<file path="config.mk">
export PLATFORM = sky130hd
export DESIGN_NAME = deque_with_range_fill_flat
export DESIGN_NICKNAME = d
export VERILOG_FILES = /design/src/hdl/dqrf_pkg.sv /design/src/hdl/dqrf_if.sv /design/src/hdl/deque_with_range_fill.sv /design/src/flat_wrapper.sv
export VERILOG_INCLUDE_DIRS = /design/src /design/src/hdl
export SDC_FILE = /design/constraint.sdc
export NUM_CORES = 2
export LEC_CHECK = 0
export BUFFER_PORTS_ARGS = -buffer_cell sky130_fd_sc_hd__clkbuf_2
export CAP_MARGIN = 5
export CORE_AREA = 2 2 490 370
export CTS_CLUSTER_DIAMETER = 60
export CTS_CLUSTER_SIZE = 8
export DETAILED_ROUTE_END_ITERATION = 10
export DIE_AREA = 0 0 492 372
export PLACE_DENSITY = 0.69
export SLEW_MARGIN = 20
export SYNTH_ARGS = -nofsm -noshare
export SYNTH_HDL_FRONTEND = slang
export SYNTH_SLANG_ARGS = --single-unit
export TNS_END_PERCENT = 50
</file>
<file path="constraint.sdc">
create_clock -name clk -period 10.3 [get_ports clk]
set_clock_uncertainty 0.05 [all_clocks]
set_input_delay 1.03 -clock clk [delete_from_list [all_inputs] [get_ports clk]]
set_output_delay 1.03 -clock clk [all_outputs]
set_load 0.005 [all_outputs]
</file>
<file path="src/hdl/deque_with_range_fill_macros.svh">
// assertion macros for the range-fill deque
`ifndef DEQUE_WITH_RANGE_FILL_MACROS_SVH
`define DEQUE_WITH_RANGE_FILL_MACROS_SVH

// same-cycle implication, checked on clk outside of reset
`define DQRF_ASSERT_NOW(label, ante, cons) \
  label: assert property (@(posedge clk) disable iff (!rst_n) (ante) |-> (cons)) \
    else $error("deque check failed");

// next-cycle implication, checked on clk outside of reset
`define DQRF_ASSERT_NEXT(label, ante, cons) \
  label: assert property (@(posedge clk) disable iff (!rst_n) (ante) |=> (cons)) \
    else $error("deque check failed");

`endif

</file>
<file path="src/hdl/dqrf_pkg.sv">
// types and codes shared by the range-fill deque files
`timescale 1ns / 1ps
package dqrf_pkg;

  // field widths of the request and result words
  localparam int OP_W    = 3;
  localparam int VAL_W   = 32;
  localparam int RCNT_W  = 7;
  localparam int STAT_W  = 2;

  // request operation codes
  typedef enum logic [OP_W-1:0] {
    OP_PUSH_FRONT = 3'd0,
    OP_PUSH_BACK  = 3'd1,
    OP_POP_FRONT  = 3'd2,
    OP_POP_BACK   = 3'd3,
    OP_DUMP       = 3'd4
  } op_t;

  // result status codes
  typedef enum logic [STAT_W-1:0] {
    ST_ELEMENT   = 2'd0,
    ST_UNDERFLOW = 2'd1,
    ST_OVERFLOW  = 2'd2
  } status_t;

  // sequencer states
  typedef enum logic [2:0] {
    S_IDLE,
    S_PUSH,
    S_EMIT,
    S_DUMP_RD,
    S_DUMP_OUT
  } fsm_t;

endpackage

</file>
<file path="src/hdl/dqrf_if.sv">
// valid/ready channel interfaces for request and result words
`timescale 1ns / 1ps

interface dqrf_in_if import dqrf_pkg::*; ();
  logic                     valid;
  logic                     ready;
  logic [OP_W-1:0]          operation;
  logic signed [VAL_W-1:0]  range_start;
  logic signed [VAL_W-1:0]  range_step;
  logic signed [VAL_W-1:0]  range_end;
  logic [RCNT_W-1:0]        remove_count;

  modport source (output valid, operation, range_start, range_step, range_end,
                  remove_count, input ready);
  modport sink   (input valid, operation, range_start, range_step, range_end,
                  remove_count, output ready);
endinterface

interface dqrf_out_if import dqrf_pkg::*; ();
  logic                     valid;
  logic                     ready;
  logic signed [VAL_W-1:0]  item_value;
  logic [STAT_W-1:0]        status;
  logic                     last_of_run;

  modport source (output valid, item_value, status, last_of_run, input ready);
  modport sink   (input valid, item_value, status, last_of_run, output ready);
endinterface

</file>
<file path="src/hdl/deque_with_range_fill.sv">
// top level of the range-fill deque: ring store, sequencer and result register
//
// Bounded double-ended queue of signed 32-bit values in a ring store.
// in_ch carries request words (push range front/back, pop n front/back,
// dump); out_ch carries result words (dumped values, or an underflow or
// overflow status), the final word of a request flagged by last_of_run.
// Requests are taken one at a time, in_ch.ready is high while the
// sequencer is idle; a request is accepted when valid and ready are high.
// Steps of each request, set by the ring store's registered read port
// and the one-word result register:
//   push range: accept, then write each value in turn until the range
//               end is passed (full store: emit an overflow status)
//   pop n:      accept and remove, then emit an underflow status if n exceeds the count
//   dump:       accept, then for each stored word a read and a load
// A stalled receiver holds the result register; the sequencer waits and
// takes no new request until its own results are loaded. A request that
// leaves a result waiting can be followed by the next request at once.
// Reset (rst_n low, synchronous) empties the deque: front index and count
// go to zero and the result valid flag is cleared. Store contents are not
// reset; only written entries are ever read.
`timescale 1ns / 1ps
`include "deque_with_range_fill_macros.svh"

module deque_with_range_fill
  import dqrf_pkg::*;
#(
  parameter int DEPTH = 64
) (
  input  logic       clk,
  input  logic       rst_n,
  dqrf_in_if.sink    in_ch,
  dqrf_out_if.source out_ch
);

  localparam int IDX_W = $clog2(DEPTH);
  localparam int CNT_W = $clog2(DEPTH + 1);
  localparam int SUM_W = CNT_W + 1;
  localparam int CUR_W = VAL_W + 2;

  // ring store, one write and one registered read port
  logic [VAL_W-1:0] mem [DEPTH];
  logic             mem_we;
  logic [IDX_W-1:0] wr_addr;
  logic [IDX_W-1:0] rd_addr;
  logic [VAL_W-1:0] rd_data_r;

  // control state
  fsm_t             state_r, state_nxt;
  logic [IDX_W-1:0] front_r, front_nxt;
  logic [CNT_W-1:0] count_r, count_nxt;
  logic [CNT_W-1:0] idx_r, idx_nxt;
  status_t          pend_r, pend_nxt;

  // request operands held while a range is generated
  logic signed [CUR_W-1:0] cur_r, cur_nxt;
  logic signed [CUR_W-1:0] step_r, step_nxt;
  logic signed [CUR_W-1:0] end_r, end_nxt;
  logic                    at_front_r, at_front_nxt;

  // result register
  logic             out_valid_r, out_valid_nxt;
  logic [VAL_W-1:0] out_value_r, out_value_nxt;
  status_t          out_status_r, out_status_nxt;
  logic             out_last_r, out_last_nxt;

  logic             in_fire;
  logic             out_free;
  logic [RCNT_W-1:0] pop_n;
  logic [CNT_W-1:0] pop_k;
  logic             pop_under;
  logic             step_pos;

  // ring position base + offset, offset at most DEPTH
  function automatic logic [IDX_W-1:0] ring_add(input logic [IDX_W-1:0] base,
                                                input logic [CNT_W-1:0] off);
    logic [SUM_W-1:0] sum;
    sum = SUM_W'(base) + SUM_W'(off);
    if (sum >= SUM_W'(DEPTH)) begin
      sum = sum - SUM_W'(DEPTH);
    end
    return sum[IDX_W-1:0];
  endfunction

  assign in_fire      = in_ch.valid && in_ch.ready;
  assign out_free     = !out_valid_r || out_ch.ready;
  assign in_ch.ready  = (state_r == S_IDLE);

  // pop amount clipped to what is stored
  assign pop_n     = in_ch.remove_count;
  assign pop_under = pop_n > RCNT_W'(count_r);
  assign pop_k     = pop_under ? count_r : CNT_W'(pop_n);
  assign step_pos  = !in_ch.range_step[VAL_W-1] && (in_ch.range_step != '0);

  assign rd_addr = ring_add(front_r, idx_r);

  // store write and registered read
  always_ff @(posedge clk) begin
    if (mem_we) begin
      mem[wr_addr] <= cur_r[VAL_W-1:0];
    end
    rd_data_r <= mem[rd_addr];
  end

  // state register
  always_ff @(posedge clk) begin
    if (!rst_n) begin
      state_r     <= S_IDLE;
      front_r     <= '0;
      count_r     <= '0;
      out_valid_r <= 1'b0;
    end else begin
      state_r     <= state_nxt;
      front_r     <= front_nxt;
      count_r     <= count_nxt;
      out_valid_r <= out_valid_nxt;
    end
  end

  // operand and payload registers
  always_ff @(posedge clk) begin
    idx_r        <= idx_nxt;
    pend_r       <= pend_nxt;
    cur_r        <= cur_nxt;
    step_r       <= step_nxt;
    end_r        <= end_nxt;
    at_front_r   <= at_front_nxt;
    out_value_r  <= out_value_nxt;
    out_status_r <= out_status_nxt;
    out_last_r   <= out_last_nxt;
  end

  // sequencer: next state, store access and result loading
  always_comb begin
    state_nxt      = state_r;
    front_nxt      = front_r;
    count_nxt      = count_r;
    idx_nxt        = idx_r;
    pend_nxt       = pend_r;
    cur_nxt        = cur_r;
    step_nxt       = step_r;
    end_nxt        = end_r;
    at_front_nxt   = at_front_r;
    out_valid_nxt  = out_valid_r && !out_ch.ready;
    out_value_nxt  = out_value_r;
    out_status_nxt = out_status_r;
    out_last_nxt   = out_last_r;
    mem_we         = 1'b0;
    wr_addr        = ring_add(front_r, count_r);

    case (state_r)
      S_IDLE: begin
        if (in_fire) begin
          case (op_t'(in_ch.operation))
            OP_PUSH_FRONT, OP_PUSH_BACK: begin
              cur_nxt      = CUR_W'(in_ch.range_start);
              step_nxt     = CUR_W'(in_ch.range_step);
              end_nxt      = CUR_W'(in_ch.range_end);
              at_front_nxt = (op_t'(in_ch.operation) == OP_PUSH_FRONT);
              if (step_pos) begin
                state_nxt = S_PUSH;
              end
            end
            OP_POP_FRONT, OP_POP_BACK: begin
              count_nxt = count_r - pop_k;
              if (op_t'(in_ch.operation) == OP_POP_FRONT) begin
                front_nxt = ring_add(front_r, pop_k);
              end
              if (pop_under) begin
                pend_nxt  = ST_UNDERFLOW;
                state_nxt = S_EMIT;
              end
            end
            OP_DUMP: begin
              idx_nxt = '0;
              if (count_r != '0) begin
                state_nxt = S_DUMP_RD;
              end
            end
            default: begin
            end
          endcase
        end
      end

      // one range value per cycle
      S_PUSH: begin
        if (cur_r > end_r) begin
          state_nxt = S_IDLE;
        end else if (count_r == CNT_W'(DEPTH)) begin
          pend_nxt  = ST_OVERFLOW;
          state_nxt = S_EMIT;
        end else begin
          mem_we    = 1'b1;
          count_nxt = count_r + 1'b1;
          cur_nxt   = cur_r + step_r;
          if (at_front_r) begin
            front_nxt = (front_r == '0) ? IDX_W'(DEPTH - 1) : front_r - 1'b1;
            wr_addr   = front_nxt;
          end
        end
      end

      // status word for a stopped push or pop
      S_EMIT: begin
        if (out_free) begin
          out_valid_nxt  = 1'b1;
          out_value_nxt  = '0;
          out_status_nxt = pend_r;
          out_last_nxt   = 1'b1;
          state_nxt      = S_IDLE;
        end
      end

      // read address settles, data registered at the edge
      S_DUMP_RD: begin
        state_nxt = S_DUMP_OUT;
      end

      S_DUMP_OUT: begin
        if (out_free) begin
          out_valid_nxt  = 1'b1;
          out_value_nxt  = rd_data_r;
          out_status_nxt = ST_ELEMENT;
          out_last_nxt   = (idx_r + 1'b1 == count_r);
          idx_nxt        = idx_r + 1'b1;
          state_nxt      = (idx_r + 1'b1 == count_r) ? S_IDLE : S_DUMP_RD;
        end
      end

      default: begin
        state_nxt = S_IDLE;
      end
    endcase
  end

  assign out_ch.valid       = out_valid_r;
  assign out_ch.item_value  = out_value_r;
  assign out_ch.status      = out_status_r;
  assign out_ch.last_of_run = out_last_r;

  // checks on the sequencer and ring bookkeeping
  `DQRF_ASSERT_NOW(a_count_bound, 1'b1, count_r <= CNT_W'(DEPTH))
  `DQRF_ASSERT_NOW(a_front_bound, 1'b1, SUM_W'(front_r) < SUM_W'(DEPTH))
  `DQRF_ASSERT_NOW(a_write_room, mem_we, state_r == S_PUSH && count_r < CNT_W'(DEPTH))
  `DQRF_ASSERT_NEXT(a_dump_keeps_count, state_r == S_DUMP_OUT, count_r == $past(count_r))
  `DQRF_ASSERT_NOW(a_emit_status, state_r == S_EMIT,
                   pend_r == ST_UNDERFLOW || pend_r == ST_OVERFLOW)

endmodule

</file>
<file path="src/flat_wrapper.sv">
// flat-port wrapper written by rule: the top's interface ports become plain ports
module deque_with_range_fill_flat import dqrf_pkg::*;
#(
  parameter int DEPTH = 64
)
  (clk, rst_n, in_ch_valid, in_ch_operation, in_ch_range_start, in_ch_range_step, in_ch_range_end, in_ch_remove_count, in_ch_ready, out_ch_valid, out_ch_item_value, out_ch_status, out_ch_last_of_run, out_ch_ready);
  dqrf_in_if in_ch_i ();
  dqrf_out_if out_ch_i ();
  input  logic clk;
  input  logic rst_n;
  input wire logic [$bits(in_ch_i.valid)-1:0] in_ch_valid;
  input wire logic [$bits(in_ch_i.operation)-1:0] in_ch_operation;
  input wire logic [$bits(in_ch_i.range_start)-1:0] in_ch_range_start;
  input wire logic [$bits(in_ch_i.range_step)-1:0] in_ch_range_step;
  input wire logic [$bits(in_ch_i.range_end)-1:0] in_ch_range_end;
  input wire logic [$bits(in_ch_i.remove_count)-1:0] in_ch_remove_count;
  output wire logic [$bits(in_ch_i.ready)-1:0] in_ch_ready;
  output wire logic [$bits(out_ch_i.valid)-1:0] out_ch_valid;
  output wire logic [$bits(out_ch_i.item_value)-1:0] out_ch_item_value;
  output wire logic [$bits(out_ch_i.status)-1:0] out_ch_status;
  output wire logic [$bits(out_ch_i.last_of_run)-1:0] out_ch_last_of_run;
  input wire logic [$bits(out_ch_i.ready)-1:0] out_ch_ready;
  assign in_ch_i.valid = in_ch_valid;
  assign in_ch_i.operation = in_ch_operation;
  assign in_ch_i.range_start = in_ch_range_start;
  assign in_ch_i.range_step = in_ch_range_step;
  assign in_ch_i.range_end = in_ch_range_end;
  assign in_ch_i.remove_count = in_ch_remove_count;
  assign in_ch_ready = in_ch_i.ready;
  assign out_ch_valid = out_ch_i.valid;
  assign out_ch_item_value = out_ch_i.item_value;
  assign out_ch_status = out_ch_i.status;
  assign out_ch_last_of_run = out_ch_i.last_of_run;
  assign out_ch_i.ready = out_ch_ready;
  deque_with_range_fill #(.DEPTH(DEPTH)) u_core (.clk(clk), .rst_n(rst_n), .in_ch(in_ch_i), .out_ch(out_ch_i));
endmodule
</file>
After elaboration in Yosys (flattened, before gate mapping)
Memory sizes are Yosys's and may differ from the RTL's. A register that Yosys moved wholly into a read port is not among the register bits.
Cells that the tools add are included.
{"block": "classes", "addsub": 11, "magnitude_cmp": 5, "eq_ne": 27, "muxes": 63, "reduce_logical": 26}
{"op": "2-to-1 mux 34 bit", "count": 4}
{"op": "2-to-1 mux 6 bit", "count": 14}
{"op": "case mux 34 bit (2 select lines)", "count": 1}
{"op": "2-to-1 mux 32 bit", "count": 2}
{"op": "case mux 32 bit (2 select lines)", "count": 1}
{"op": "2-to-1 mux 7 bit", "count": 8}
{"op": "adder 34 x 32 -> 34 bit", "count": 1}
{"op": "> comparator 34 x 32 -> 1 bit", "count": 1}
{"op": "nonzero test 32 bit", "count": 1}
{"op": "case mux 7 bit (2 select lines)", "count": 2}
{"op": "adder 6 x 7 -> 8 bit", "count": 3}
{"op": ">= comparator 8 x 7 -> 1 bit (second input constant)", "count": 3}
{"op": "2-to-1 mux 3 bit", "count": 8}
{"op": "subtractor 6 x 1 -> 6 bit (second input constant)", "count": 4}
{"op": "2-to-1 mux 2 bit", "count": 8}
{"op": "inequality test 2 bit (second input constant)", "count": 8}
{"op": "case mux 3 bit (5 select lines)", "count": 1}
{"op": "adder 7 x 1 -> 7 bit (second input constant)", "count": 2}
{"op": "equality test 3 x 2 -> 1 bit (second input constant)", "count": 4}
{"op": "case mux 6 bit (2 select lines)", "count": 1}
{"op": "AND reduction 5 bit", "count": 2}
{"op": "2-to-1 mux 1 bit", "count": 9}
{"op": "inequality test 3 bit (second input constant)", "count": 3}
{"op": "case mux 3 bit (3 select lines)", "count": 1}
{"op": "24 further kinds", "count": 40}
{"block": "word_totals", "ff_bits": 160, "mem_bits_rw": 2048, "output_inout_bits": 37, "n_memories": 1}
{"memory": "u_core.mem", "words": 64, "word_bits": 32, "rd": 1, "rd_clocked_by_memory_dff": 1, "write_ports": 1, "line": "deque_with_range_fill.sv:41", "source": "logic [VAL_W-1:0] mem [DEPTH];"}

Longest topological paths before layout
{"block": "depth", "ltp_word": 9, "depth_mapped": 20, "depth_no_buf": 20}

Worst setup path after synthesis
OpenSTA, ideal clock, no wires.
{"block": "synth_path", "path_type": "input-to-reg", "start": "input port in_ch_operation[2]", "end": "register u_core.cur_r[0] (enable)", "setup_time_ns": 0.376, "arrival_time_ns": 6.719, "t_required_ns": 9.874, "path_slack_ns": 3.155, "cell_stages": 3, "n_path_buf": 1, "cell_sequence": "clkbuf_1 nor3_1 or2_2"}
{"block": "synth_via", "elab_chain_cells": 4, "elab_cells_between_ends": 5, "classes_between": "eq/ne: 2; reduce/logical: 3"}
{"element": "start, declared", "line": "flat_wrapper.sv:12", "source": "input wire logic [$bits(in_ch_i.operation)-1:0] in_ch_operation;"}
{"element": "equality test 3 x 1 -> 1 bit / zero test 3 bit (equally long branches)", "line": "deque_with_range_fill.sv:153", "source": "case (op_t'(in_ch.operation))"}
{"element": "OR reduction 2 bit (*)", "line": "deque_with_range_fill.sv:153"}
{"element": "inequality test 2 bit (no line) (*)"}
{"element": "AND reduction 5 bit (no line) (*)"}
{"element": "end signal, assigned", "line": "deque_with_range_fill.sv:123", "source": "cur_r <= cur_nxt;"}
{"element": "end, declared", "line": "deque_with_range_fill.sv:55", "source": "logic signed [CUR_W-1:0] cur_r, cur_nxt;"}
Mark *: on every way between the ends. The rest lies on a longest branch, timed or not.
A chain may end at the register's enable or synchronous reset.

Final worst setup path
{"block": "layout_path", "start": "register u_core.cur_r[25]", "end": "memory u_core.mem[19][20] (enable)"}
{"block": "layout_via", "elab_chain_cells": 5, "elab_cells_between_ends": 7, "classes_between": "order compare: 1; mux: 6"}
{"element": "> comparator 34 x 32 -> 1 bit (*)", "line": "deque_with_range_fill.sv:187", "source": "if (cur_r > end_r) begin"}
{"element": "2-to-1 mux 1 bit", "line": "deque_with_range_fill.sv:187"}
{"element": "2-to-1 mux 1 bit", "line": "deque_with_range_fill.sv:150", "source": "case (state_r)"}
{"element": "2-to-1 mux 1 bit", "line": "deque_with_range_fill.sv:98", "source": "if (mem_we) begin"}
{"element": "2-to-1 mux 1 bit (implied by the code)", "line": "deque_with_range_fill.sv:99", "source": "mem[wr_addr] <= cur_r[VAL_W-1:0];"}
{"element": "end, declared", "line": "deque_with_range_fill.sv:41"}
Marked as above.

==> results.yml <==
critical_path:
  arrival_ns: 6.44
  endpoint_kind: "flop"
  worstReg2RegStart: "u_core.cur_r[25]"
  worst_setup_path_start_kind: "flop"
  path_class: "reg -> reg"
  r2r_end: "u_core.mem[19][20]"
  r2r_slack_ns: 4.30
  r2r_cells: 12
  cp_max_fo: 66
  worstPathRequired_ns: 10.74
hold_path:
  min_path_type: "in -> reg"
  min_to: "u_core.end_r[19]"
  min_from: "in_ch_range_end[19]"
  min_path_cells: 1
timing:
  slew_violations: 0
  relSlewSlack_pct: 20.8
  tightest_slew_ns: 1.18
  tns_ns: 0
  hold_viol: 0
  fmax_ghz: 0.167
  setup_viol: 0
  period_minus_slack_ns: 6.00
  period_share_pct: 58.3
  rsz0062_at_grt: "false"
synthesis:
  synth.area.top_cells: "edfxtp_1, mux4_2, ha_1"
  synth_edf_count: 2191
  synthesis.instances: 4094
  netlist_area_um2: 88700
  synth.avg_cell_area_um2: 21.7
  synthArstFlopShare_pct: 0
  ys.flop_type: "edfxtp_1"
  yosys_warnings: 0
  netlist.area_leader.share_pct: 74.2
  syn-num-nets: 4308
  yosysSeqAreaShare_pct: 75.3
  synth_top_area_cell: "edfxtp_1"
  synth_cell_types: 74
  ys_seq_elements: 2240
routing:
  vias: 44400
  wl_um: 224000
  drt-wirelength-per-cell_um: 32.0
  ant_nets: 0
  drtIter0Drc: 6243
  routed_via_density: 6.34
  first_pass_iters: 6
  drc_errors: 0
floorplan:
  fp.dieH_um: 372
  boundaryPins: 147
  die_area_um2: 183000
  core_area_um2: 179000
  placementRows: 135
  die_w_um: 492
  start_util_pct: 49.5
power_and_ir_drop:
  power_mw: 23.5
  p_seq_share_pct: 45.4
  power_leakage_nw: 33.1
  ir_drop_uv: 144
  switchingPower_mw: 5.95
  internal-power_mw: 17.6
  clockPowerShare_pct: 39.8
  p_per_area_nw_per_um2: 230
  power.share.switching_pct: 25.3
  power_frac_comb_pct: 14.7
placement:
  port_buffers: 146
  dp_cells: 6586
  hpwl_um: 122000
  gp_congestion: 0.904
cts:
  clkSinkCount: 2240
  cts_buffers: 330
  hold_buffers: 0
  clock_path_buffers: 4
  clock_latency_ns: 0.93
  htreeDepth: 5
  cts_tree: "yes"
  cts.repair.resized: 0
  root_buffer: "clkbuf_16"
  clk_pin_slew_ns: 0.05
  post-cts-setup-buffers: 0
global_routing:
  grt_max_degree: 111
  grt_overflow: 0
  track_usage_pct: 24.7
  antenna_found_initial: 10
  grt_pass1_wl_um: 319000
  grt_pass1_vias: 44500
layout:
  final_cells: 7007
  drive_gt1_share_pct: 29.9
  finalNetCount: 4735
  fillers: 12800
  area_growth_pct: 15.2
  utilization_pct: 57.1
job:
  maxCapViolCount: 0
outcome:
  status: "complete, no violations"
cells in the final DEF, fill, tap and decap left out, types with 5 or more instances in the layout:
cell type  netlist  routed
or3_1            9       9
o31ai_1          8       8
nor3_1          20      19
nor2_1         144      79
ha_1            99      98
nand3_2          6       6
o211ai_1         8       8
nor2b_1         40      39
o21bai_1         8       7
nor4_1           9       9
edfxtp_1      2191    2191
mux4_2         640     640
clkbuf_2         0     146
inv_6            0       5
clkbuf_1       111      72
xnor2_1         36      32
a211oi_2         1       9
and2_1           8       8
nor2_4           0      64
inv_1           74      74
nand2_1         97      97
a21o_1          16      16
clkbuf_16        0     336
a31oi_1          5       5
nand3_1         27      27
buf_12           1       8
nand4_1         12      12
xor2_1          25      25
buf_4            0     128
nand2b_1        10      10
o21ai_0         65      65
a211oi_1        42      34
o21a_1           6       6
and3_1          42      42
mux2i_1         40      40
a21oi_1         97      95
dfxtp_1         49      49
synth_stat cells, drive strengths merged, types with 21 or more instances:
| cell type | instances |
|---|---|
| dfxtp | 49 |
| a21oi | 97 |
| nand3 | 33 |
| xnor2 | 36 |
| nand2 | 97 |
| clkbuf | 111 |
| o21ai | 66 |
| inv | 74 |
| a211oi | 43 |
| ha | 99 |
| and3 | 42 |
| buf | 77 |
| edfxtp | 2191 |
| xor2 | 25 |
| nor2b | 40 |
| mux4 | 640 |
| nor3 | 21 |
| nor2 | 144 |
| mux2i | 43 |
power groups by stage:
| stage | Clock, mW | Combinational [mW] | Sequential, mW |
|---|---|---|---|
| floorplan | 0 | 1.89 | 11.0 |
| global placement | 0 | 3.35 | 10.8 |
| detailed placement | 0 | 3.39 | 10.8 |
| CTS | 9.49 | 3.41 | 10.7 |
| global route | 9.89 | 3.67 | 10.7 |
| finish | 9.36 | 3.46 | 10.7 |
critical path: stages, from the launching register on:
cell and delay, ns:
edfxtp_1 0.32, buf_4 0.63, ha_1 0.40, a21oi_1 0.16, a21oi_1 0.10, o31ai_2 0.27
o2111ai_1 0.20, o31a_1 0.38, nor2_1 0.32, and3_1 0.78, nand3_1 0.85, nor2_4 0.52
buf_4 0.55
layer usage:
layer	global-route usage, %	up-vias	share of wire (%)
li1	-	18000	-
met1	35.3	23500	40
met2	36.1	2522	45
met3	8.30	402	12
met4	7.58	2	2.7
met5	0	-	0.0036
state kept, by name (all words and copies together), names as in the netlist, 7 cells and up:
register	count
u_core.mem	2048
u_core.cur_r	34
u_core.end_r	32
u_core.out_ch.item_value	32
u_core.rd_data_r	32
u_core.step_r	32
u_core.count_r	7
u_core.idx_r	7
stage by stage:
stage                     setup slack (ns)  area (µm²)  hold slack [ns]
after floorplan                       3.16       88700            0.416
after global placement                4.45       93300            0.461
after detailed placement              4.37       93300            0.473
after CTS                             4.35      102000            0.177
after global routing                  4.02      102000            0.197
final                                 4.30      102000            0.230
how the worst max path moves through the flow:
stage                         end               start  slack (ns)
2_1_floorplan     u_core.cur_r[0]  in_ch_operation[2]        3.16
3_3_place_gp   u_core.mem[27][16]    u_core.cur_r[25]        4.45
3_5_place_dp   u_core.mem[18][11]    u_core.cur_r[25]        4.37
4_1_cts         u_core.mem[19][5]    u_core.cur_r[25]        4.35
5_1_grt        u_core.mem[42][11]    u_core.cur_r[25]        4.02
6_report       u_core.mem[19][20]    u_core.cur_r[25]        4.30
cell families after synthesis:
| group | share of synthesized area (%) |
|---|---|
| simple gates | 2.43 |
| compound gates | 2.14 |
| mux | 16.8 |
| xor+xnor | 0.602 |
| fa+ha+maj | 1.51 |
| buf+inv | 1.21 |
| flops | 75.3 |
final cells by class:
| type | count | area, µm² | share of cell area, % |
|---|---|---|---|
| clock inverters | 10 | 104 | 0.102 |
| well taps | 2397 | 3000 | 2.94 |
| flip-flops and latches | 2240 | 66800 | 65.4 |
| diodes | 3 | 7.51 | 0.00735 |
| multi-input cells | 1592 | 21400 | 21.0 |
| repair buffers | 283 | 1880 | 1.84 |
| inverters | 74 | 278 | 0.272 |
| clock buffers | 408 | 8680 | 8.49 |
(Power assumes the default switching activity.)
